## config.mk

```make
export PLATFORM = sky130hd
export DESIGN_NAME = base92_stream_encoder
export DESIGN_NICKNAME = d
export VERILOG_FILES = /design/src/bsenc_pkg.sv /design/src/bsenc_front.sv /design/src/bsenc_back.sv /design/src/base92_stream_encoder.sv
export SDC_FILE = /design/constraint.sdc
export NUM_CORES = 1
export LEC_CHECK = 0
export ABC_CLOCK_PERIOD_IN_PS = 11700
export BUFFER_PORTS_ARGS = -buffer_cell sky130_fd_sc_hd__buf_2
export CAP_MARGIN = 30
export CELL_PAD_IN_SITES_DETAIL_PLACEMENT = 1
export CELL_PAD_IN_SITES_GLOBAL_PLACEMENT = 1
export CORE_ASPECT_RATIO = 2
export CORE_MARGIN = 10
export CORE_UTILIZATION = 57
export CTS_BUF_LIST = sky130_fd_sc_hd__clkbuf_8
export DETAILED_ROUTE_END_ITERATION = 6
export PLACE_DENSITY_LB_ADDON = 0.1
export SLEW_MARGIN = 40
export SYNTH_ARGS = -nofsm -noshare
export SYNTH_HDL_FRONTEND = slang
export SYNTH_SLANG_ARGS = --single-unit
export TNS_END_PERCENT = 5
```

## constraint.sdc

```tcl
create_clock -name clock -period 11.7 [get_ports clock]
set_input_delay 0.585 -clock clock [delete_from_list [all_inputs] [get_ports clock]]
set_output_delay 0.585 -clock clock [all_outputs]
set_load 0.05 [all_outputs]
```

## src/bsenc_pkg.sv

```systemverilog
package bsenc_pkg;

   // Depth of the item queue between front and back.
   localparam int unsigned QUEUE_DEPTH = 2;

   // Bit budget in units of 2^-24 bit.
   localparam int BUDGET_W = 31;
   localparam logic signed [BUDGET_W-1:0] BUDGET_LIMIT  = 31'sd402653175;
   localparam logic signed [BUDGET_W-1:0] BITS_PER_CHAR = 31'sd109447194;
   localparam logic signed [BUDGET_W-1:0] BITS_PER_BYTE = 31'sd134217725;
   localparam logic signed [BUDGET_W-1:0] BUDGET_MAX    = 31'sd536870900;

   localparam int ACC_W  = 32;
   localparam int CHAR_W = 7;
   localparam logic [CHAR_W-1:0] RADIX = 7'd92;

   // x / 92 == (x >> 2) / 23; for a 30-bit y, y / 23 == (y * MAGIC) >> 35.
   localparam int DIV_IN_W  = 30;
   localparam int MAGIC_W   = 31;
   localparam int PROD_W    = DIV_IN_W + MAGIC_W;
   localparam int DIV_SHIFT = 35;
   localparam int QUOT_W    = PROD_W - DIV_SHIFT;
   localparam logic [MAGIC_W-1:0] DIV23_MAGIC = 31'd1493901669;

   typedef struct packed {
      logic [7:0] data_byte;
      logic       end_of_message;
   } item_type;

   typedef enum logic [1:0] {
      ST_IDLE,
      ST_PRE,
      ST_MUL,
      ST_EMIT
   } state_type;

   // Alphabet is ASCII 33..126 without '.' and '/'.
   function automatic logic [CHAR_W-1:0] digit_to_ascii(input logic [CHAR_W-1:0] d);
      return (d < 7'd13) ? (7'd33 + d) : (7'd35 + d);
   endfunction

endpackage

```

## src/bsenc_front.sv

```systemverilog
module bsenc_front #(
   parameter int unsigned Depth = bsenc_pkg::QUEUE_DEPTH
) (
   input  logic               clock,
   input  logic               reset,
   input  logic               req_valid,
   output logic               req_ready,
   input  bsenc_pkg::item_type req_item,
   output logic               item_valid,
   input  logic               item_pop,
   output bsenc_pkg::item_type item
);
   import bsenc_pkg::*;

   localparam int PtrW = (Depth > 1) ? $clog2(Depth) : 1;
   localparam int CntW = $clog2(Depth + 1);

   item_type            queue_ff [Depth];
   logic [PtrW-1:0]     wr_ptr_ff, wr_ptr_in;
   logic [PtrW-1:0]     rd_ptr_ff, rd_ptr_in;
   logic [CntW-1:0]     count_ff, count_in;
   logic                push, pop;

   assign req_ready  = (count_ff != CntW'(Depth));
   assign item_valid = (count_ff != '0);
   assign item       = queue_ff[rd_ptr_ff];

   assign push = req_valid && req_ready;
   assign pop  = item_pop && item_valid;

   always_comb begin
      wr_ptr_in = wr_ptr_ff;
      rd_ptr_in = rd_ptr_ff;
      count_in  = count_ff;
      if (push) begin
         wr_ptr_in = (wr_ptr_ff == PtrW'(Depth - 1)) ? '0 : wr_ptr_ff + 1'b1;
      end
      if (pop) begin
         rd_ptr_in = (rd_ptr_ff == PtrW'(Depth - 1)) ? '0 : rd_ptr_ff + 1'b1;
      end
      if (push && !pop) begin
         count_in = count_ff + 1'b1;
      end else if (pop && !push) begin
         count_in = count_ff - 1'b1;
      end
   end

   always_ff @(posedge clock) begin
      if (reset) begin
         wr_ptr_ff <= '0;
         rd_ptr_ff <= '0;
         count_ff  <= '0;
      end else begin
         wr_ptr_ff <= wr_ptr_in;
         rd_ptr_ff <= rd_ptr_in;
         count_ff  <= count_in;
      end
   end

   always_ff @(posedge clock) begin
      if (push) begin
         queue_ff[wr_ptr_ff] <= req_item;
      end
   end

endmodule

```

## src/bsenc_back.sv

```systemverilog
module bsenc_back (
   input  logic                clock,
   input  logic                reset,
   input  logic                item_valid,
   input  bsenc_pkg::item_type item,
   output logic                item_pop,
   output logic                rsp_valid,
   input  logic                rsp_ready,
   output logic [6:0]          rsp_char,
   output logic                rsp_last
);
   import bsenc_pkg::*;

   state_type                    state_ff, state_in;
   logic [ACC_W-1:0]             acc_ff, acc_in;
   logic signed [BUDGET_W-1:0]   budget_ff, budget_in;
   logic [7:0]                   byte_ff, byte_in;
   logic                         eom_ff, eom_in;
   logic                         flush_ff, flush_in;
   logic [PROD_W-1:0]            prod_ff, prod_in;
   logic                         out_valid_ff, out_valid_in;
   logic [CHAR_W-1:0]            out_char_ff, out_char_in;
   logic                         out_last_ff, out_last_in;

   logic [QUOT_W-1:0]            quot;
   logic [ACC_W-1:0]             quot_ext, quot_x92, rem_full;
   logic signed [BUDGET_W-1:0]   budget_dec;
   logic                         out_free;

   assign rsp_valid = out_valid_ff;
   assign rsp_char  = out_char_ff;
   assign rsp_last  = out_last_ff;

   // Quotient from the registered product; 92 = 64 + 16 + 8 + 4.
   assign quot       = prod_ff[PROD_W-1:DIV_SHIFT];
   assign quot_ext   = ACC_W'(quot);
   assign quot_x92   = (quot_ext << 6) + (quot_ext << 4) + (quot_ext << 3) + (quot_ext << 2);
   assign rem_full   = acc_ff - quot_x92;
   assign budget_dec = budget_ff - BITS_PER_CHAR;
   assign out_free   = !out_valid_ff || rsp_ready;

   always_comb begin
      state_in     = state_ff;
      acc_in       = acc_ff;
      budget_in    = budget_ff;
      byte_in      = byte_ff;
      eom_in       = eom_ff;
      flush_in     = flush_ff;
      prod_in      = prod_ff;
      out_valid_in = out_valid_ff && !rsp_ready;
      out_char_in  = out_char_ff;
      out_last_in  = out_last_ff;
      item_pop     = 1'b0;

      unique case (state_ff)
         ST_IDLE: begin
            item_pop = item_valid;
            if (item_valid) begin
               byte_in  = item.data_byte;
               eom_in   = item.end_of_message;
               state_in = ST_PRE;
            end
         end
         ST_PRE: begin
            if (budget_ff > BUDGET_LIMIT) begin
               // surplus over 24 bits: work it off before the shift
               flush_in = 1'b0;
               state_in = ST_MUL;
            end else begin
               budget_in = budget_ff + BITS_PER_BYTE;
               acc_in    = {acc_ff[ACC_W-9:0], byte_ff};
               flush_in  = eom_ff;
               state_in  = eom_ff ? ST_MUL : ST_IDLE;
            end
         end
         ST_MUL: begin
            prod_in  = PROD_W'(acc_ff[ACC_W-1:2]) * PROD_W'(DIV23_MAGIC);
            state_in = ST_EMIT;
         end
         ST_EMIT: begin
            if (out_free) begin
               out_valid_in = 1'b1;
               out_char_in  = digit_to_ascii(rem_full[CHAR_W-1:0]);
               out_last_in  = flush_ff && (budget_dec <= 0);
               acc_in       = quot_ext;
               budget_in    = budget_dec;
               if (!flush_ff) begin
                  state_in = ST_PRE;
               end else if (budget_dec > 0) begin
                  state_in = ST_MUL;
               end else begin
                  // end of message: back to the reset state
                  acc_in    = '0;
                  budget_in = '0;
                  flush_in  = 1'b0;
                  state_in  = ST_IDLE;
               end
            end
         end
         default: begin
            state_in = ST_IDLE;
         end
      endcase
   end

   always_ff @(posedge clock) begin
      if (reset) begin
         state_ff     <= ST_IDLE;
         acc_ff       <= '0;
         budget_ff    <= '0;
         flush_ff     <= 1'b0;
         out_valid_ff <= 1'b0;
      end else begin
         state_ff     <= state_in;
         acc_ff       <= acc_in;
         budget_ff    <= budget_in;
         flush_ff     <= flush_in;
         out_valid_ff <= out_valid_in;
      end
   end

   always_ff @(posedge clock) begin
      byte_ff     <= byte_in;
      eom_ff      <= eom_in;
      prod_ff     <= prod_in;
      out_char_ff <= out_char_in;
      out_last_ff <= out_last_in;
   end

   a_budget_bound: assert property (@(posedge clock) disable iff (reset)
      budget_ff <= BUDGET_MAX)
      else $error("bit budget above its bound");

   a_digit_range: assert property (@(posedge clock) disable iff (reset)
      state_ff == ST_EMIT |-> rem_full < ACC_W'(RADIX))
      else $error("remainder not below the radix");

   a_flush_positive: assert property (@(posedge clock) disable iff (reset)
      (state_ff == ST_MUL && flush_ff) |-> budget_ff > 0)
      else $error("flush step with empty budget");

   a_last_clears: assert property (@(posedge clock) disable iff (reset)
      (state_ff == ST_EMIT && out_free && flush_ff && budget_dec <= 0)
      |=> (state_ff == ST_IDLE && acc_ff == '0 && budget_ff == '0 && rsp_last))
      else $error("state not cleared after last character");

endmodule

```

## src/base92_stream_encoder.sv

```systemverilog
// Base-92 stream encoder.
// Input channel req_*: one message byte per item, req_tlast marks the final byte
// of a message. Output channel rsp_*: one ASCII character per item, least
// significant digit first, rsp_tlast on the final character of the message.
// A byte enters a short queue (front) and is worked off by a sequencer (back)
// that divides the accumulator by 92 with a registered reciprocal multiply.
// A flush character takes a multiply step, then a remainder and emit step; a
// character worked off before the shift adds a budget check in front of them.
// A byte is popped and then shifted in, after at most two characters are
// worked off before the shift; the final byte is then followed by flush
// characters (at most five).
// The queue keeps req_tready high while the back end is busy, until it fills.
// When rsp_tready is low the character waits in the output register and the
// back end stalls in its emit step; no item is lost or repeated.
// Reset (synchronous, active high) empties the queue and the output register
// and clears the accumulator and bit budget; the block is ready the next cycle.
module base92_stream_encoder #(
   parameter int unsigned QueueDepth = bsenc_pkg::QUEUE_DEPTH
) (
   input  logic       clock,
   input  logic       reset,
   input  logic       req_tvalid,
   output logic       req_tready,
   input  logic [7:0] req_tdata,   // [7:0] data_byte
   input  logic       req_tlast,   // end_of_message
   output logic       rsp_tvalid,
   input  logic       rsp_tready,
   output logic [7:0] rsp_tdata,   // [6:0] out_char, [7] zero
   output logic       rsp_tlast    // last_char
);
   import bsenc_pkg::*;

   item_type          req_item;
   item_type          queue_item;
   logic              queue_valid;
   logic              queue_pop;
   logic [CHAR_W-1:0] rsp_char;

   assign req_item.data_byte      = req_tdata;
   assign req_item.end_of_message = req_tlast;

   bsenc_front #(
      .Depth (QueueDepth)
   ) u_front (
      .clock      (clock),
      .reset      (reset),
      .req_valid  (req_tvalid),
      .req_ready  (req_tready),
      .req_item   (req_item),
      .item_valid (queue_valid),
      .item_pop   (queue_pop),
      .item       (queue_item)
   );

   bsenc_back u_back (
      .clock      (clock),
      .reset      (reset),
      .item_valid (queue_valid),
      .item       (queue_item),
      .item_pop   (queue_pop),
      .rsp_valid  (rsp_tvalid),
      .rsp_ready  (rsp_tready),
      .rsp_char   (rsp_char),
      .rsp_last   (rsp_tlast)
   );

   assign rsp_tdata = {1'b0, rsp_char};

endmodule
```

Word level (Yosys, flattened, before mapping)
Memories as Yosys holds them, arrays and structs flattened. A register that Yosys moved wholly into a read port is not among the register bits.
Cells that the tools add are included.
Storage, ports and cells
  memory bits (read-only): 0
  input bits: 13
  RAM bits: 18
  register bits: 140
  latch bits: 0
  memories kept: 1
  output and inout bits: 11
  word-level logic and storage cells: 88
Operators by class
  equal/unequal tests: 7
  multiplexer cells: 32
  shifts and indexed selects: 0
  $add $sub $neg: 12
  divide/modulo/power cells: 0
  bitwise gates (word level): 0
  $mul: 1
  order comparisons: 4
  reduce and logical (&&, ||, !) cells: 20
Memories
  u_front.queue_ff: words 2, bits a word 9, read ports 1, clocked after Yosys merged registers in 1, wr ports 1, line bsenc_front.sv:18  | item_type queue_ff [Depth];
Operators with widths (number)
  31-bit two-way mux: 4
  32-bit two-way mux: 2
  32-bit case mux with 2 select lines: 1
  31-bit case mux with 2 select lines: 1
  30-bit by 31-bit multiplier with 61-bit output (second input constant): 1
  26-bit two-way mux: 2
  31-bit by 28-bit adder with 31-bit output (second input constant): 1
  31-bit by 1-bit greater-than comparator with 1-bit output (second input constant): 1
  31-bit by 30-bit greater-than comparator with 1-bit output (second input constant): 1
  31-bit by 1-bit <= comparator with 1-bit output (second input constant): 1
  31-bit by 28-bit subtractor with 31-bit output (second input constant): 1
  7-bit adder: 3
  2-bit two-way mux: 8
  6-bit by 7-bit adder with 7-bit output (first input constant): 2
  1-bit two-way mux: 11
  2-bit case mux with 4 select lines: 1
  2-bit AND reduction: 4
  7-bit by 4-bit < comparator with 1-bit output (second input constant): 1
  7-bit two-way mux: 1
  7-bit subtractor: 1
  1-bit logical AND: 6
  2-bit nonzero test: 3
  2-bit == test (second input constant): 2
  1-bit zero test: 4
  10 further kinds: 13

Longest topological paths before layout
Gate-level depths: netlist of the first run.
  depth after elaboration: 6
  mapped depth: 24
  mapped depth without buffers: 24

Cells and area by module
Synthesis of the first run repeated with hierarchy kept, for this count alone.
Second synthesis, totals
  cells, all modules: 2015
  area, all modules: 19258.5 um^2
Modules (own cells, without submodules)
  bsenc_back: instances 1, sequential area each 2632.5 um^2, area an instance 18377.6 um^2, cells each 1961
  bsenc_front: instances 1, sequential area each 640.6 um^2, area an instance 869.6 um^2, cells each 52
  base92_stream_encoder: instances 1, sequential area each 0.0 um^2, area an instance 11.3 um^2, cells each 2

Worst setup path after synthesis of the first run
Ideal clock, no wire load.
  path kind: register to register
  from: register u_back.acc_ff[27]
  to: register u_back.prod_ff[60] (data pin)
  clock period less this slack: 6.688 ns
  slack: 5.012 ns
  library setup time: 0.261 ns
  buffers on the path: 0
  arrival: 6.427 ns
  stages on the path, launching flop included: 23
  data required time: 11.439 ns
  cell sequence: dfxtp_1 -> ha_1 -> inv_1 -> fa_1 -> fa_1 -> fa_1 -> inv_1 -> fa_1 -> fa_1 -> fa_1 -> inv_1 -> fa_1 -> inv_1 -> ha_1 -> nand2_1 -> or4_1 -> nor3_1 -> and3_1 -> a22oi_1 -> a21oi_1 -> a41o_1 -> nor4_1 -> a311o_1
Between the ends
  cells in the longest elaborated chain, start to end: 1
Ends and longest elaborated chain
  from (decl): line bsenc_back.sv:15  | logic [ACC_W-1:0] acc_ff, acc_in;
  from (signal assigned): line bsenc_back.sv:115  | acc_ff <= acc_in;
  30-bit by 31-bit multiplier with 61-bit output: line bsenc_back.sv:77  | prod_in = PROD_W'(acc_ff[ACC_W-1:2]) * PROD_W'(DIV23_MAGIC);
  to (signal assigned): line bsenc_back.sv:125  | prod_ff <= prod_in;
  to (decl): line bsenc_back.sv:20  | logic [PROD_W-1:0] prod_ff, prod_in;
Every way passes these cells.
A chain may end at the register's enable or synchronous reset.

Worst setup path in the final report of the first run
  from: register u_back.acc_ff[14]
  to: register u_back.prod_ff[60] (data pin)
Same word-level chain as after synthesis.

==> run_summary.xml, run 1 <==
<?xml version="1.0" encoding="UTF-8"?>
<metrics>
  <group name="sta">
    <metric name="tightest_slew" unit="ns">0.878</metric>
    <metric name="skew" unit="ns">0.0228</metric>
    <metric name="min_period_over_period" unit="">0.691</metric>
    <metric name="worst_slew_margin_rel" unit="">0.409</metric>
    <metric name="finalCriticalPeriod" unit="ns">8.08</metric>
    <metric name="finalSetupViolCount" unit="">0</metric>
    <metric name="timing.setup.tns" unit="ns">0</metric>
    <metric name="drv_slew" unit="">0</metric>
    <metric name="final_hold_viol_count" unit="">0</metric>
    <metric name="rsz_0062_raised_after_global_routing" unit="">no</metric>
    <metric name="fmax" unit="GHz">0.124</metric>
    <metric name="final_critical_path_setup_slack" unit="ns">3.62</metric>
  </group>
  <group name="placed_design">
    <metric name="place_hpwl" unit="um">57000</metric>
    <metric name="io_buffer_count" unit="">22</metric>
    <metric name="place_congestion" unit="">1.05</metric>
    <metric name="placement.setup.worst_slack" unit="ns">3.74</metric>
  </group>
  <group name="global_route">
    <metric name="grtUsageTotal" unit="">0.346</metric>
    <metric name="grt_start_max_net_pins" unit="">69</metric>
    <metric name="grt_pass1_wl" unit="um">106000</metric>
    <metric name="initial_antenna_violation_count" unit="">2</metric>
    <metric name="overflow" unit="">0</metric>
    <metric name="first_global_vias" unit="">17700</metric>
  </group>
  <group name="layout">
    <metric name="layout-drive-gt1-share" unit="">0.0538</metric>
    <metric name="seqCellArea" unit="um2">3250</metric>
    <metric name="syn_to_final_growth" unit="%">4.92</metric>
    <metric name="final_cell_utilization_of_the_core" unit="">0.605</metric>
    <metric name="fillerInstances" unit="">3748</metric>
    <metric name="num-nets-final" unit="">2564</metric>
    <metric name="multi_input_logic_area" unit="um2">13800</metric>
  </group>
  <group name="clock_tree">
    <metric name="postCtsHoldBufs" unit="">0</metric>
    <metric name="post_cts_resized" unit="">0</metric>
    <metric name="htree_levels" unit="">4</metric>
    <metric name="cts_made_buffers" unit="">17</metric>
    <metric name="post_cts_buffers" unit="">0</metric>
    <metric name="cts.root.buffer_cell" unit="">sky130_fd_sc_hd__clkbuf_8</metric>
    <metric name="cts.sinks" unit="">132</metric>
    <metric name="clock_latency" unit="ns">0.50</metric>
    <metric name="clock_tree_from_tritoncts" unit="">done</metric>
    <metric name="clock_path_buffers" unit="">2</metric>
    <metric name="cts_clock_pin_slew_for_the_worst_setup_and_hold_paths" unit="ns">0.10</metric>
  </group>
  <group name="detailed_routing">
    <metric name="drtPass1Iterations" unit="">5</metric>
    <metric name="drt.antenna.violating_nets" unit="">0</metric>
    <metric name="via_count" unit="">15300</metric>
    <metric name="first_iter_violations" unit="">823</metric>
    <metric name="wl_per_cell" unit="um">28.7</metric>
    <metric name="detail_route.vias_per_cell" unit="">6.34</metric>
    <metric name="postRouteWirelength" unit="um">69600</metric>
    <metric name="drc" unit="">0</metric>
  </group>
  <group name="worst_setup_path">
    <metric name="worst_r2r_startpoint" unit="">u_back.acc_ff[14]</metric>
    <metric name="critical_path.endpoint" unit="">u_back.prod_ff[60]</metric>
    <metric name="ff2ff_path_depth" unit="">22</metric>
    <metric name="worstPathArrival" unit="ns">8.33</metric>
    <metric name="cp-start-kind" unit="">register</metric>
    <metric name="kind_of_capture_point_of_the_worst_setup_path" unit="">register</metric>
    <metric name="crit_type" unit="">register to register</metric>
    <metric name="crit_path_start" unit="">u_back.acc_ff[14]</metric>
    <metric name="critPathMaxFanout" unit="">7</metric>
    <metric name="regToRegEndpoint" unit="">u_back.prod_ff[60]</metric>
    <metric name="timing.critical_path.required" unit="ns">11.95</metric>
    <metric name="reg2reg_slack" unit="ns">3.62</metric>
  </group>
  <group name="floorplanning">
    <metric name="row_count" unit="">94</metric>
    <metric name="die_area" unit="um2">41400</metric>
    <metric name="floorplan.io_pins" unit="">24</metric>
    <metric name="core" unit="um2">32800</metric>
    <metric name="floorplan.die.height" unit="um">278</metric>
    <metric name="die_width" unit="um">149</metric>
    <metric name="initial_util" unit="">0.577</metric>
  </group>
  <group name="synthesis">
    <metric name="synth_cells" unit="">1989</metric>
    <metric name="synth_xor_xnor_area_share" unit="">0.0273</metric>
    <metric name="yosysSeqAreaShare" unit="">0.172</metric>
    <metric name="synthMostInstantiatedCell" unit="">sky130_fd_sc_hd__inv_1</metric>
    <metric name="synth.ff_latch_count" unit="">132</metric>
    <metric name="dominant_combinational_cell_family_by_area_after_synthesis" unit="">adder cells</metric>
    <metric name="synth.top_cells.by_count" unit="">434 x sky130_fd_sc_hd__inv_1, 343 x sky130_fd_sc_hd__ha_1, 233 x sky130_fd_sc_hd__fa_1</metric>
    <metric name="synth.top_cell.area_share" unit="">0.246</metric>
    <metric name="post_synthesis_instance_area" unit="um2">18900</metric>
    <metric name="most_area_consuming_cells_after_synthesis" unit="">sky130_fd_sc_hd__fa_1 25%, sky130_fd_sc_hd__ha_1 23%, sky130_fd_sc_hd__edfxtp_1 9.7%, sky130_fd_sc_hd__inv_1 8.6%, sky130_fd_sc_hd__dfxtp_1 7.5%</metric>
    <metric name="synthesized_area_fraction_occupied_by_ao_oa_aoi_and_oai_cells" unit="">0.129</metric>
    <metric name="post_synth.cell_area_avg" unit="um2">9.52</metric>
    <metric name="synth-adder-area-share" unit="">0.473</metric>
    <metric name="postSynthNetCount" unit="">2578</metric>
    <metric name="synth.mux.area_fraction" unit="">0.00648</metric>
    <metric name="async_flop_share" unit="">0</metric>
    <metric name="synth_enable_flop_cells" unit="">61</metric>
    <metric name="synthDominantAreaCellType" unit="">sky130_fd_sc_hd__fa_1</metric>
    <metric name="ys_types" unit="">89</metric>
    <metric name="synth-warning-count" unit="">0</metric>
    <metric name="synth_simple_gate_area_frac" unit="">0.0903</metric>
    <metric name="ys.flop_type" unit="">sky130_fd_sc_hd__dfxtp_1</metric>
  </group>
  <group name="worst_hold_path">
    <metric name="worst_hold_path_type" unit="">input port to register</metric>
  </group>
  <group name="status">
    <metric name="outcome" unit="">finished clean</metric>
  </group>
  <group name="job">
    <metric name="max-cap-violations" unit="">0</metric>
  </group>
</metrics>
## cells by family after synthesis
family | count (synthesis)
compound gates | 371
buf+inv | 505
flops | 132
other cells | 1
fa+ha+maj | 576
simple gates | 334
xor+xnor | 59
mux | 11
## sequential cells by signal (all words and copies together), names as in the netlist, 2 cells and up
signal / cells
u_back.state_ff: 2
u_back.budget_ff: 31
u_back.rsp_char: 7
u_back.acc_ff: 32
u_front.count_ff: 2
u_back.prod_ff: 26
u_front.queue_ff: 18
u_back.byte_ff: 8
## worst min path at each step
| stage | from | to | slack, ns | cells past startpoint |
|---|---|---|---|---|
| global route | req_tdata[0] | u_front.queue_ff[1][1] | 0.26 | 1 |
| global placement | u_front.count_ff[1] | u_front.count_ff[1] | 0.50 | 2 |
| floorplan | u_front.count_ff[1] | u_front.count_ff[1] | 0.47 | 2 |
| detailed placement | u_back.acc_ff[1] | u_back.acc_ff[1] | 0.53 | 2 |
| CTS | req_tdata[0] | u_front.queue_ff[0][1] | 0.27 | 1 |
| finish | req_tdata[4] | u_front.queue_ff[1][5] | 0.29 | 1 |
## stage by stage
step / cell area (um2) / instances / hold slack [ns]
finish: 19900 / 2421 / 0.287
global route: 19900 / 2421 / 0.262
CTS: 19900 / 2420 / 0.269
detailed placement: 19400 / 2388 / 0.533
global placement: 19400 / 2388 / 0.501
floorplan: 18900 / 1989 / 0.472
## worst max-delay path: stages, from the launching register on
cell	delay (ns)
sky130_fd_sc_hd__dfxtp_1	0.69
sky130_fd_sc_hd__ha_1	0.36
sky130_fd_sc_hd__ha_1	0.33
sky130_fd_sc_hd__fa_1	0.66
sky130_fd_sc_hd__fa_1	0.59
sky130_fd_sc_hd__inv_1	0.06
sky130_fd_sc_hd__fa_1	0.50
sky130_fd_sc_hd__inv_1	0.07
sky130_fd_sc_hd__fa_1	0.54
sky130_fd_sc_hd__inv_1	0.06
sky130_fd_sc_hd__fa_1	0.52
sky130_fd_sc_hd__fa_1	0.55
sky130_fd_sc_hd__inv_1	0.04
sky130_fd_sc_hd__ha_1	0.33
sky130_fd_sc_hd__nand4_1	0.13
sky130_fd_sc_hd__or4_1	0.45
sky130_fd_sc_hd__nor3_1	0.44
sky130_fd_sc_hd__and3_1	0.26
sky130_fd_sc_hd__a22oi_1	0.13
sky130_fd_sc_hd__a21oi_1	0.40
sky130_fd_sc_hd__a41o_1	0.32
sky130_fd_sc_hd__nor4_1	0.07
sky130_fd_sc_hd__a311o_1	0.33
## metal layers
metal,vias up,track usage,part of all wire
met2,580,0.631,0.54
met5,-,0,0
met3,340,0.0501,0.043
met1,7762,0.303,0.29
met4,0,0.349,0.12
li1,6661,-,-
## layout make-up
type | instances | share of cell area
diodes | 1 | 0.000126
clock buffers | 17 | 0.0118
clock inverters | 15 | 0.0103
inverters | 435 | 0.0822
multi-input cells | 1352 | 0.693
flip-flops and latches | 132 | 0.164
well taps | 432 | 0.0272
repair buffers | 37 | 0.0114
## cell usage in the layout, fill, tap and decap left out, types with 6 or more instances in the layout
master                     instances
sky130_fd_sc_hd__a211oi_1         28
sky130_fd_sc_hd__a21o_1           19
sky130_fd_sc_hd__a21oi_1          85
sky130_fd_sc_hd__a221oi_1         21
sky130_fd_sc_hd__a22oi_1           6
sky130_fd_sc_hd__a311oi_1          6
sky130_fd_sc_hd__a31oi_1          16
sky130_fd_sc_hd__and2_1            6
sky130_fd_sc_hd__and3_1           10
sky130_fd_sc_hd__buf_2            22
sky130_fd_sc_hd__buf_4            14
sky130_fd_sc_hd__clkbuf_8         17
sky130_fd_sc_hd__dfxtp_1          71
sky130_fd_sc_hd__edfxtp_1         61
sky130_fd_sc_hd__fa_1            233
sky130_fd_sc_hd__ha_1            343
sky130_fd_sc_hd__inv_1           434
sky130_fd_sc_hd__inv_8             7
sky130_fd_sc_hd__mux2_2           10
sky130_fd_sc_hd__nand2_1          75
sky130_fd_sc_hd__nand2b_1          9
sky130_fd_sc_hd__nand3_1          33
sky130_fd_sc_hd__nand4_1          20
sky130_fd_sc_hd__nor2_1           79
sky130_fd_sc_hd__nor2b_1           7
sky130_fd_sc_hd__nor3_1           29
sky130_fd_sc_hd__nor4_1           16
sky130_fd_sc_hd__o211ai_1         10
sky130_fd_sc_hd__o21ai_0         110
sky130_fd_sc_hd__o31ai_1          11
sky130_fd_sc_hd__or3_1             9
sky130_fd_sc_hd__or4_1             8
sky130_fd_sc_hd__xnor2_1          42
sky130_fd_sc_hd__xor2_1           17
Power of run 1 is left out: the tool's default activity adds up to more than one toggle a clock period on the data nets, which glitch-free logic cannot reach.
==> inputs of run 2 (changes only) <==
- ABC_AREA: default -> 1
- ABC_CLOCK_PERIOD_IN_PS: 11700 -> 8360
- CORE_UTILIZATION: 57 -> 51
- clock period: 11.7 -> 8.36 ns (I/O delays scaled with it)
==> run 2 against run 1 <==
Effect of this change:
- core utilization fell by 6.4 points
- non-clock buffer count unchanged
- via count grew 18%
- worst setup slack got worse by 3.0 ns
- global-route usage grew 0.34 points
- register-to-register slack lost 3.0 ns
- critical path depth did not move
- first-iteration DRC count is 4.4% higher
- sequential cell count stayed put
- final cell count is 28% higher
- sequential share of layout area fell by 1.4 points
- synthesized cell count rose by 28%
==> run_summary.xml, run 2 <==
<?xml version="1.0" encoding="UTF-8"?>
<metrics>
  <group name="status">
    <metric name="outcome" unit="">finished clean</metric>
  </group>
  <group name="detailed_routing">
    <metric name="via_count" unit="">18000</metric>
    <metric name="first_iter_violations" unit="">859</metric>
    <metric name="route.top_layer_used" unit="">met5</metric>
    <metric name="drt.antenna.violating_nets" unit="">0</metric>
    <metric name="met1_length" unit="um">25400</metric>
    <metric name="drc" unit="">0</metric>
    <metric name="detailroute.wirelength.met3" unit="um">2740</metric>
    <metric name="postRouteWirelength" unit="um">84900</metric>
    <metric name="detailed_routed_wire_length_on_met2" unit="um">46900</metric>
    <metric name="wl_per_cell" unit="um">27.4</metric>
    <metric name="drtPass1Iterations" unit="">7</metric>
    <metric name="detail_route.vias_per_cell" unit="">5.83</metric>
  </group>
  <group name="sta">
    <metric name="drv_slew" unit="">0</metric>
    <metric name="skew" unit="ns">0.0250</metric>
    <metric name="final_hold_viol_count" unit="">0</metric>
    <metric name="tightest_slew" unit="ns">0.905</metric>
    <metric name="rsz_0062_raised_after_global_routing" unit="">no</metric>
    <metric name="min_period_over_period" unit="">0.932</metric>
    <metric name="finalHoldWorstSlack" unit="ns">0.0622</metric>
    <metric name="fmax" unit="GHz">0.128</metric>
    <metric name="finalCriticalPeriod" unit="ns">7.79</metric>
    <metric name="finalSetupViolCount" unit="">0</metric>
    <metric name="worst_slew_margin_rel" unit="">0.395</metric>
    <metric name="timing.setup.tns" unit="ns">0</metric>
  </group>
  <group name="clock_tree">
    <metric name="htree_levels" unit="">4</metric>
    <metric name="cts_made_buffers" unit="">17</metric>
    <metric name="post_cts_resized" unit="">0</metric>
    <metric name="post_cts_buffers" unit="">0</metric>
    <metric name="clock_latency" unit="ns">0.55</metric>
    <metric name="clock_path_buffers" unit="">2</metric>
    <metric name="postCtsHoldBufs" unit="">0</metric>
    <metric name="cts.root.buffer_cell" unit="">sky130_fd_sc_hd__clkbuf_8</metric>
    <metric name="clock_tree_from_tritoncts" unit="">done</metric>
    <metric name="cts.sinks" unit="">132</metric>
    <metric name="cts_clock_pin_slew_for_the_worst_setup_and_hold_paths" unit="ns">0.11</metric>
  </group>
  <group name="synthesis">
    <metric name="synth.ff_latch_count" unit="">132</metric>
    <metric name="postSynthNetCount" unit="">3139</metric>
    <metric name="synthDominantAreaCellType" unit="">sky130_fd_sc_hd__fa_1</metric>
    <metric name="synthMostInstantiatedCell" unit="">sky130_fd_sc_hd__inv_1</metric>
    <metric name="synth.top_cells.by_count" unit="">580 x sky130_fd_sc_hd__inv_1, 351 x sky130_fd_sc_hd__nand2_1, 343 x sky130_fd_sc_hd__ha_1</metric>
    <metric name="ys.flop_type" unit="">sky130_fd_sc_hd__dfxtp_1</metric>
    <metric name="ys_types" unit="">50</metric>
    <metric name="synth.top_cell.area_share" unit="">0.226</metric>
    <metric name="post_synthesis_instance_area" unit="um2">20600</metric>
    <metric name="post_synth.cell_area_avg" unit="um2">8.09</metric>
    <metric name="yosysSeqAreaShare" unit="">0.158</metric>
    <metric name="synth-warning-count" unit="">0</metric>
    <metric name="synth_cells" unit="">2550</metric>
    <metric name="async_flop_share" unit="">0</metric>
    <metric name="most_area_consuming_cells_after_synthesis" unit="">sky130_fd_sc_hd__fa_1 23%, sky130_fd_sc_hd__ha_1 21%, sky130_fd_sc_hd__inv_1 11%, sky130_fd_sc_hd__edfxtp_1 8.9%, sky130_fd_sc_hd__dfxtp_1 6.9%</metric>
    <metric name="synth_enable_flop_cells" unit="">61</metric>
  </group>
  <group name="worst_setup_path">
    <metric name="crit_type" unit="">register to register</metric>
    <metric name="reg2reg_slack" unit="ns">0.57</metric>
    <metric name="worst_r2r_startpoint" unit="">u_back.acc_ff[26]</metric>
    <metric name="critical_path.most_common_cell" unit="">sky130_fd_sc_hd__fa_1</metric>
    <metric name="timing.critical_path.required" unit="ns">8.64</metric>
    <metric name="ff2ff_path_depth" unit="">22</metric>
    <metric name="regToRegEndpoint" unit="">u_back.prod_ff[51]</metric>
    <metric name="cp_cell_sequence" unit="">ha_1, inv_1, fa_1, fa_1, fa_1, inv_1, fa_1, fa_1, fa_1, inv_1, fa_1, inv_1, ha_1, nand2_1, nor2_1, inv_1, o21ai_0, a21oi_1, nand3_1, a21oi_1, o21ai_0, xor2_1</metric>
    <metric name="kind_of_capture_point_of_the_worst_setup_path" unit="">register</metric>
    <metric name="critical_path.max_stage_delay" unit="ns">0.74</metric>
    <metric name="cp-start-kind" unit="">register</metric>
    <metric name="critPathMaxFanout" unit="">7</metric>
    <metric name="crit_path_top_delay_cell" unit="">sky130_fd_sc_hd__o21ai_0</metric>
    <metric name="worstPathArrival" unit="ns">8.07</metric>
  </group>
  <group name="global_route">
    <metric name="grt_pass1_wl" unit="um">127000</metric>
    <metric name="first_global_vias" unit="">20900</metric>
    <metric name="overflow" unit="">0</metric>
    <metric name="initial_antenna_violation_count" unit="">2</metric>
    <metric name="grtUsageTotal" unit="">0.349</metric>
    <metric name="grt_start_max_net_pins" unit="">44</metric>
  </group>
  <group name="job">
    <metric name="max-cap-violations" unit="">0</metric>
  </group>
  <group name="layout">
    <metric name="largest_register_ffs" unit="">32</metric>
    <metric name="layout.cells.most_common" unit="">sky130_fd_sc_hd__inv_1</metric>
    <metric name="mostFrequentLayoutCells" unit="">579 x sky130_fd_sc_hd__inv_1, 351 x sky130_fd_sc_hd__nand2_1, 343 x sky130_fd_sc_hd__ha_1</metric>
    <metric name="syn_to_final_growth" unit="%">5.23</metric>
    <metric name="num-nets-final" unit="">3143</metric>
    <metric name="top_regs" unit="">u_back.acc_ff (32), u_back.budget_ff (31), u_back.prod_ff (26)</metric>
    <metric name="max_flop_register" unit="">u_back.acc_ff</metric>
    <metric name="final_cell_utilization_of_the_core" unit="">0.542</metric>
    <metric name="layout-drive-gt1-share" unit="">0.0514</metric>
  </group>
  <group name="floorplanning">
    <metric name="initial_util" unit="">0.515</metric>
    <metric name="core" unit="um2">40100</metric>
    <metric name="floorplan.io_pins" unit="">24</metric>
    <metric name="row_count" unit="">104</metric>
    <metric name="die_width" unit="um">162</metric>
    <metric name="die_area" unit="um2">49400</metric>
    <metric name="floorplan.die.height" unit="um">304</metric>
  </group>
  <group name="worst_hold_path">
    <metric name="worstHoldPathCells" unit="">1</metric>
    <metric name="whs_endpoint" unit="">u_front.queue_ff[1][5]</metric>
    <metric name="hp-start" unit="">req_tdata[4]</metric>
    <metric name="worst_hold_path_type" unit="">input port to register</metric>
  </group>
  <group name="power">
    <metric name="power.ir.vdd_worst" unit="uV">205</metric>
    <metric name="power_density_of_the_placed_cells" unit="nW/um2">320</metric>
    <metric name="leakagePower" unit="nW">11.5</metric>
  </group>
  <group name="placed_design">
    <metric name="io_buffer_count" unit="">22</metric>
    <metric name="place_congestion" unit="">1.08</metric>
    <metric name="place_hpwl" unit="um">72300</metric>
  </group>
</metrics>
[run 2: final cells by class]
type / instances / area (um2)
fillers: 5020 / 18400
multi-input cells: 1771 / 14900
flip-flops and latches: 132 / 3250
inverters: 595 / 2230
well taps: 530 / 663
clock buffers: 17 / 234
repair buffers: 37 / 223
clock inverters: 15 / 209
diodes: 1 / 2.50
[run 2: layer usage]
layer | track usage | vias up
met5 | 0 | -
met4 | 0.324 | 2
met3 | 0.0451 | 333
met2 | 0.665 | 580
met1 | 0.299 | 8993
li1 | - | 8140
[run 2: report_power, final]
part | total [mW] | switching, mW | internal, mW
registers | 1.20 | 0.274 | 0.925
logic | 5.09 | 3.37 | 1.72
clock network | 0.662 | 0.377 | 0.285
[run 2: worst max path at each step]
stage                      start  depth (start not counted)                  to  slack (ns)
3_3_place_gp   u_back.acc_ff[14]                         19  u_back.prod_ff[36]        0.27
2_1_floorplan  u_back.acc_ff[27]                         23  u_back.prod_ff[58]        2.17
3_5_place_dp   u_back.acc_ff[27]                         21  u_back.prod_ff[51]        0.70
5_1_grt        u_back.acc_ff[27]                         21  u_back.prod_ff[51]        0.47
4_1_cts        u_back.acc_ff[27]                         21  u_back.prod_ff[51]        0.67
6_report       u_back.acc_ff[26]                         22  u_back.prod_ff[51]        0.57
[run 2: worst max-delay path, delay by kind of cell (launching register included)]
family / cells / cell delay, ns
AO/OA/AOI/OAI: 4 / 1.41
XOR/XNOR: 1 / 0.12
adder cells (fa/ha/maj): 9 / 4.46
buffers and inverters: 5 / 0.47
flip-flops: 1 / 0.42
AND/OR/NAND/NOR: 3 / 0.63
[run 2: logic make-up after synthesis]
| family | after synthesis | synth area share |
|---|---|---|
| adders and majority gates | 576 | 0.434 |
| other | 1 | 0.000182 |
| AOI/OAI and AO/OA | 417 | 0.112 |
| xor gates and xnor gates | 52 | 0.0221 |
| and+or+nand+nor | 725 | 0.152 |
| DFF | 132 | 0.158 |
| buffers and inverters | 647 | 0.121 |
[run 2: per-stage QoR]
| step | std cells | setup WS, ns | power [mW] | cell area [um2] |
|---|---|---|---|---|
| 5_1_grt | 3098 | 0.471 | 7.55 | 21700 |
| 3_3_place_gp | 3065 | 0.266 | 5.87 | 21200 |
| 2_1_floorplan | 2550 | 2.17 | 4.47 | 20600 |
| 6_report | 3098 | 0.572 | 6.95 | 21700 |
| 3_5_place_dp | 3065 | 0.702 | 6.20 | 21300 |
| 4_1_cts | 3097 | 0.671 | 6.91 | 21700 |
(Power assumes the default switching activity.)
==> inputs of run 3 (changes only) <==
- ABC_CLOCK_PERIOD_IN_PS: 8360 -> 7500
- GPL_ROUTABILITY_DRIVEN: default -> 0
- clock period: 8.36 -> 7.5 ns (I/O delays scaled with it)
==> run 3 against run 2 <==
Effect of this change:
- the run now ends with design-rule violations left
- critical endpoint is now u_back.prod_ff[36]
- final cell count rose by 0.19%
- clock power rose by 4.5%
- largest cell class unchanged
- die area did not move
- routed wire length fell by 3.0%
- critical path depth fell by 3
- first-iteration DRC count rose by 5.8%
- largest power group unchanged
==> run_summary.xml, run 3 (synthesized netlist as in run 2, its figures left out) <==
<?xml version="1.0" encoding="UTF-8"?>
<metrics>
  <group name="status">
    <metric name="outcome" unit="">complete, but fails checks</metric>
    <metric name="failed_checks" unit="">design-rule violations</metric>
  </group>
  <group name="worst_setup_path">
    <metric name="regToRegEndpoint" unit="">u_back.prod_ff[36]</metric>
    <metric name="cp-start-kind" unit="">register</metric>
    <metric name="reg2reg_slack" unit="ns">0.20</metric>
    <metric name="ff2ff_path_depth" unit="">19</metric>
    <metric name="timing.critical_path.required" unit="ns">7.77</metric>
    <metric name="kind_of_capture_point_of_the_worst_setup_path" unit="">register</metric>
    <metric name="crit_type" unit="">register to register</metric>
    <metric name="worstPathArrival" unit="ns">7.56</metric>
    <metric name="crit_path_start" unit="">u_back.acc_ff[27]</metric>
    <metric name="critPathMaxFanout" unit="">7</metric>
    <metric name="worst_r2r_startpoint" unit="">u_back.acc_ff[27]</metric>
  </group>
  <group name="clock_tree">
    <metric name="cts_made_buffers" unit="">17</metric>
    <metric name="clock_path_buffers" unit="">2</metric>
    <metric name="cts.sinks" unit="">132</metric>
    <metric name="cts.root.buffer_cell" unit="">sky130_fd_sc_hd__clkbuf_8</metric>
    <metric name="postCtsHoldBufs" unit="">0</metric>
    <metric name="post_cts_buffers" unit="">0</metric>
    <metric name="clock_latency" unit="ns">0.54</metric>
    <metric name="clock_tree_from_tritoncts" unit="">done</metric>
    <metric name="cts_clock_pin_slew_for_the_worst_setup_and_hold_paths" unit="ns">0.12</metric>
    <metric name="htree_levels" unit="">4</metric>
  </group>
  <group name="detailed_routing">
    <metric name="wl_per_cell" unit="um">26.5</metric>
    <metric name="drc" unit="">2</metric>
    <metric name="drtPass1Iterations" unit="">7</metric>
    <metric name="detail_route.vias_per_cell" unit="">5.86</metric>
    <metric name="postRouteWirelength" unit="um">82300</metric>
    <metric name="drt.antenna.violating_nets" unit="">0</metric>
    <metric name="first_iter_violations" unit="">909</metric>
    <metric name="via_count" unit="">18200</metric>
  </group>
  <group name="floorplanning">
    <metric name="floorplan.die.height" unit="um">304</metric>
    <metric name="initial_util" unit="">0.515</metric>
    <metric name="floorplan.io_pins" unit="">24</metric>
    <metric name="core" unit="um2">40100</metric>
    <metric name="die_width" unit="um">162</metric>
    <metric name="die_area" unit="um2">49400</metric>
    <metric name="row_count" unit="">104</metric>
  </group>
  <group name="layout">
    <metric name="layout.cells.most_common" unit="">sky130_fd_sc_hd__inv_1</metric>
    <metric name="layout-drive-gt1-share" unit="">0.0537</metric>
    <metric name="top_regs" unit="">u_back.acc_ff (32), u_back.budget_ff (31), u_back.prod_ff (26)</metric>
    <metric name="largest_register_ffs" unit="">32</metric>
    <metric name="fillerInstances" unit="">5083</metric>
    <metric name="mostFrequentLayoutCells" unit="">579 x sky130_fd_sc_hd__inv_1, 351 x sky130_fd_sc_hd__nand2_1, 343 x sky130_fd_sc_hd__ha_1</metric>
    <metric name="max_flop_register" unit="">u_back.acc_ff</metric>
    <metric name="syn_to_final_growth" unit="%">5.32</metric>
    <metric name="num-nets-final" unit="">3148</metric>
  </group>
  <group name="placed_design">
    <metric name="place_hpwl" unit="um">68000</metric>
    <metric name="io_buffer_count" unit="">22</metric>
  </group>
  <group name="global_route">
    <metric name="first_global_vias" unit="">20600</metric>
    <metric name="initial_antenna_violation_count" unit="">4</metric>
    <metric name="grt_start_max_net_pins" unit="">66</metric>
    <metric name="grt_pass1_wl" unit="um">124000</metric>
    <metric name="overflow" unit="">0</metric>
    <metric name="grtUsageTotal" unit="">0.339</metric>
  </group>
  <group name="worst_hold_path">
    <metric name="hp-start" unit="">req_tdata[2]</metric>
    <metric name="whs_endpoint" unit="">u_front.queue_ff[1][3]</metric>
    <metric name="worstHoldPathCells" unit="">1</metric>
    <metric name="worst_hold_path_type" unit="">input port to register</metric>
  </group>
  <group name="sta">
    <metric name="finalCriticalPeriod" unit="ns">7.30</metric>
    <metric name="rsz_0062_raised_after_global_routing" unit="">no</metric>
    <metric name="finalSetupViolCount" unit="">0</metric>
    <metric name="drv_slew" unit="">0</metric>
    <metric name="min_period_over_period" unit="">0.973</metric>
    <metric name="tightest_slew" unit="ns">0.854</metric>
    <metric name="fmax" unit="GHz">0.137</metric>
    <metric name="final_hold_viol_count" unit="">0</metric>
    <metric name="worst_slew_margin_rel" unit="">0.431</metric>
    <metric name="timing.setup.tns" unit="ns">0</metric>
    <metric name="skew" unit="ns">0.0325</metric>
  </group>
  <group name="power">
    <metric name="power.ir.vdd_worst" unit="uV">191</metric>
    <metric name="power_density_of_the_placed_cells" unit="nW/um2">346</metric>
    <metric name="design_power_total" unit="mW">7.52</metric>
    <metric name="leakagePower" unit="nW">11.5</metric>
  </group>
  <group name="job">
    <metric name="max-cap-violations" unit="">0</metric>
  </group>
</metrics>
[run 3: layout make-up]
cell class	count	area, um2	area share
Multi-Input combinational cell	1771	14900	0.686
Clock buffer	17	234	0.0108
Clock inverter	15	183	0.00841
Inverter	595	2230	0.103
Timing Repair Buffer	42	260	0.0120
Tap cell	530	663	0.0305
Antenna cell	2	5.00	0.000230
Sequential cell	132	3250	0.150
[run 3: through the flow]
step | instance area [um2] | worst slack [ns] | utilization | hold slack (ns) | instances
final | 21700 | 0.203 | 0.542 | 0.0329 | 3104
after global routing | 21700 | 0.0557 | 0.542 | 0.0152 | 3103
after CTS | 21700 | 0.0608 | 0.542 | 0.0145 | 3102
after detailed placement | 21300 | 0.0686 | 0.531 | 0.502 | 3070
after global placement | 21300 | 0.126 | 0.531 | 0.484 | 3070
after floorplan | 20600 | 1.31 | - | 0.468 | 2550
[run 3: where the power goes]
| group | total [mW] | internal [mW] | switching (mW) | leakage, nW |
|---|---|---|---|---|
| Clock | 0.692 | 0.282 | 0.409 | 0.204 |
| Combinational | 5.51 | 1.90 | 3.61 | 10.2 |
| Sequential | 1.32 | 1.03 | 0.289 | 1.15 |
[run 3: worst max-delay path by stage]
stage,slack [ns],endpoint,depth (start not counted)
floorplan,1.31,u_back.prod_ff[58],23
global placement,0.13,u_back.prod_ff[36],19
detailed placement,0.07,u_back.prod_ff[36],19
CTS,0.06,u_back.prod_ff[36],19
global route,0.06,u_back.prod_ff[36],19
finish,0.20,u_back.prod_ff[36],19
[run 3: what timing repair did]
item,4_1_cts,5_1_grt
gates resized for setup,0,2
endpoints found under the hold margin,0,0
endpoints found under the setup margin,0,2
[run 3: critical path, stage by stage (launching register included)]
cell and delay (ns):
sky130_fd_sc_hd__dfxtp_1 0.52, sky130_fd_sc_hd__ha_1 0.32, sky130_fd_sc_hd__inv_1 0.09, sky130_fd_sc_hd__fa_1 0.42
sky130_fd_sc_hd__fa_1 0.57, sky130_fd_sc_hd__fa_1 0.54, sky130_fd_sc_hd__inv_1 0.06, sky130_fd_sc_hd__fa_1 0.52
sky130_fd_sc_hd__fa_1 0.56, sky130_fd_sc_hd__fa_1 0.58, sky130_fd_sc_hd__inv_1 0.06, sky130_fd_sc_hd__fa_1 0.54
sky130_fd_sc_hd__inv_1 0.04, sky130_fd_sc_hd__ha_1 0.33, sky130_fd_sc_hd__nand2_1 0.10, sky130_fd_sc_hd__nor2_1 0.25
sky130_fd_sc_hd__nand2_1 0.24, sky130_fd_sc_hd__nor4_2 0.45, sky130_fd_sc_hd__a21oi_1 0.24, sky130_fd_sc_hd__xnor2_1 0.59
[run 3: metal layers]
metal | track usage | vias to the layer above | wire length (um)
li1 | - | 8152 | -
met1 | 0.304 | 9053 | 25900
met2 | 0.614 | 602 | 43100
met3 | 0.0550 | 378 | 3310
met4 | 0.334 | 4 | 10000
met5 | 0 | - | 21
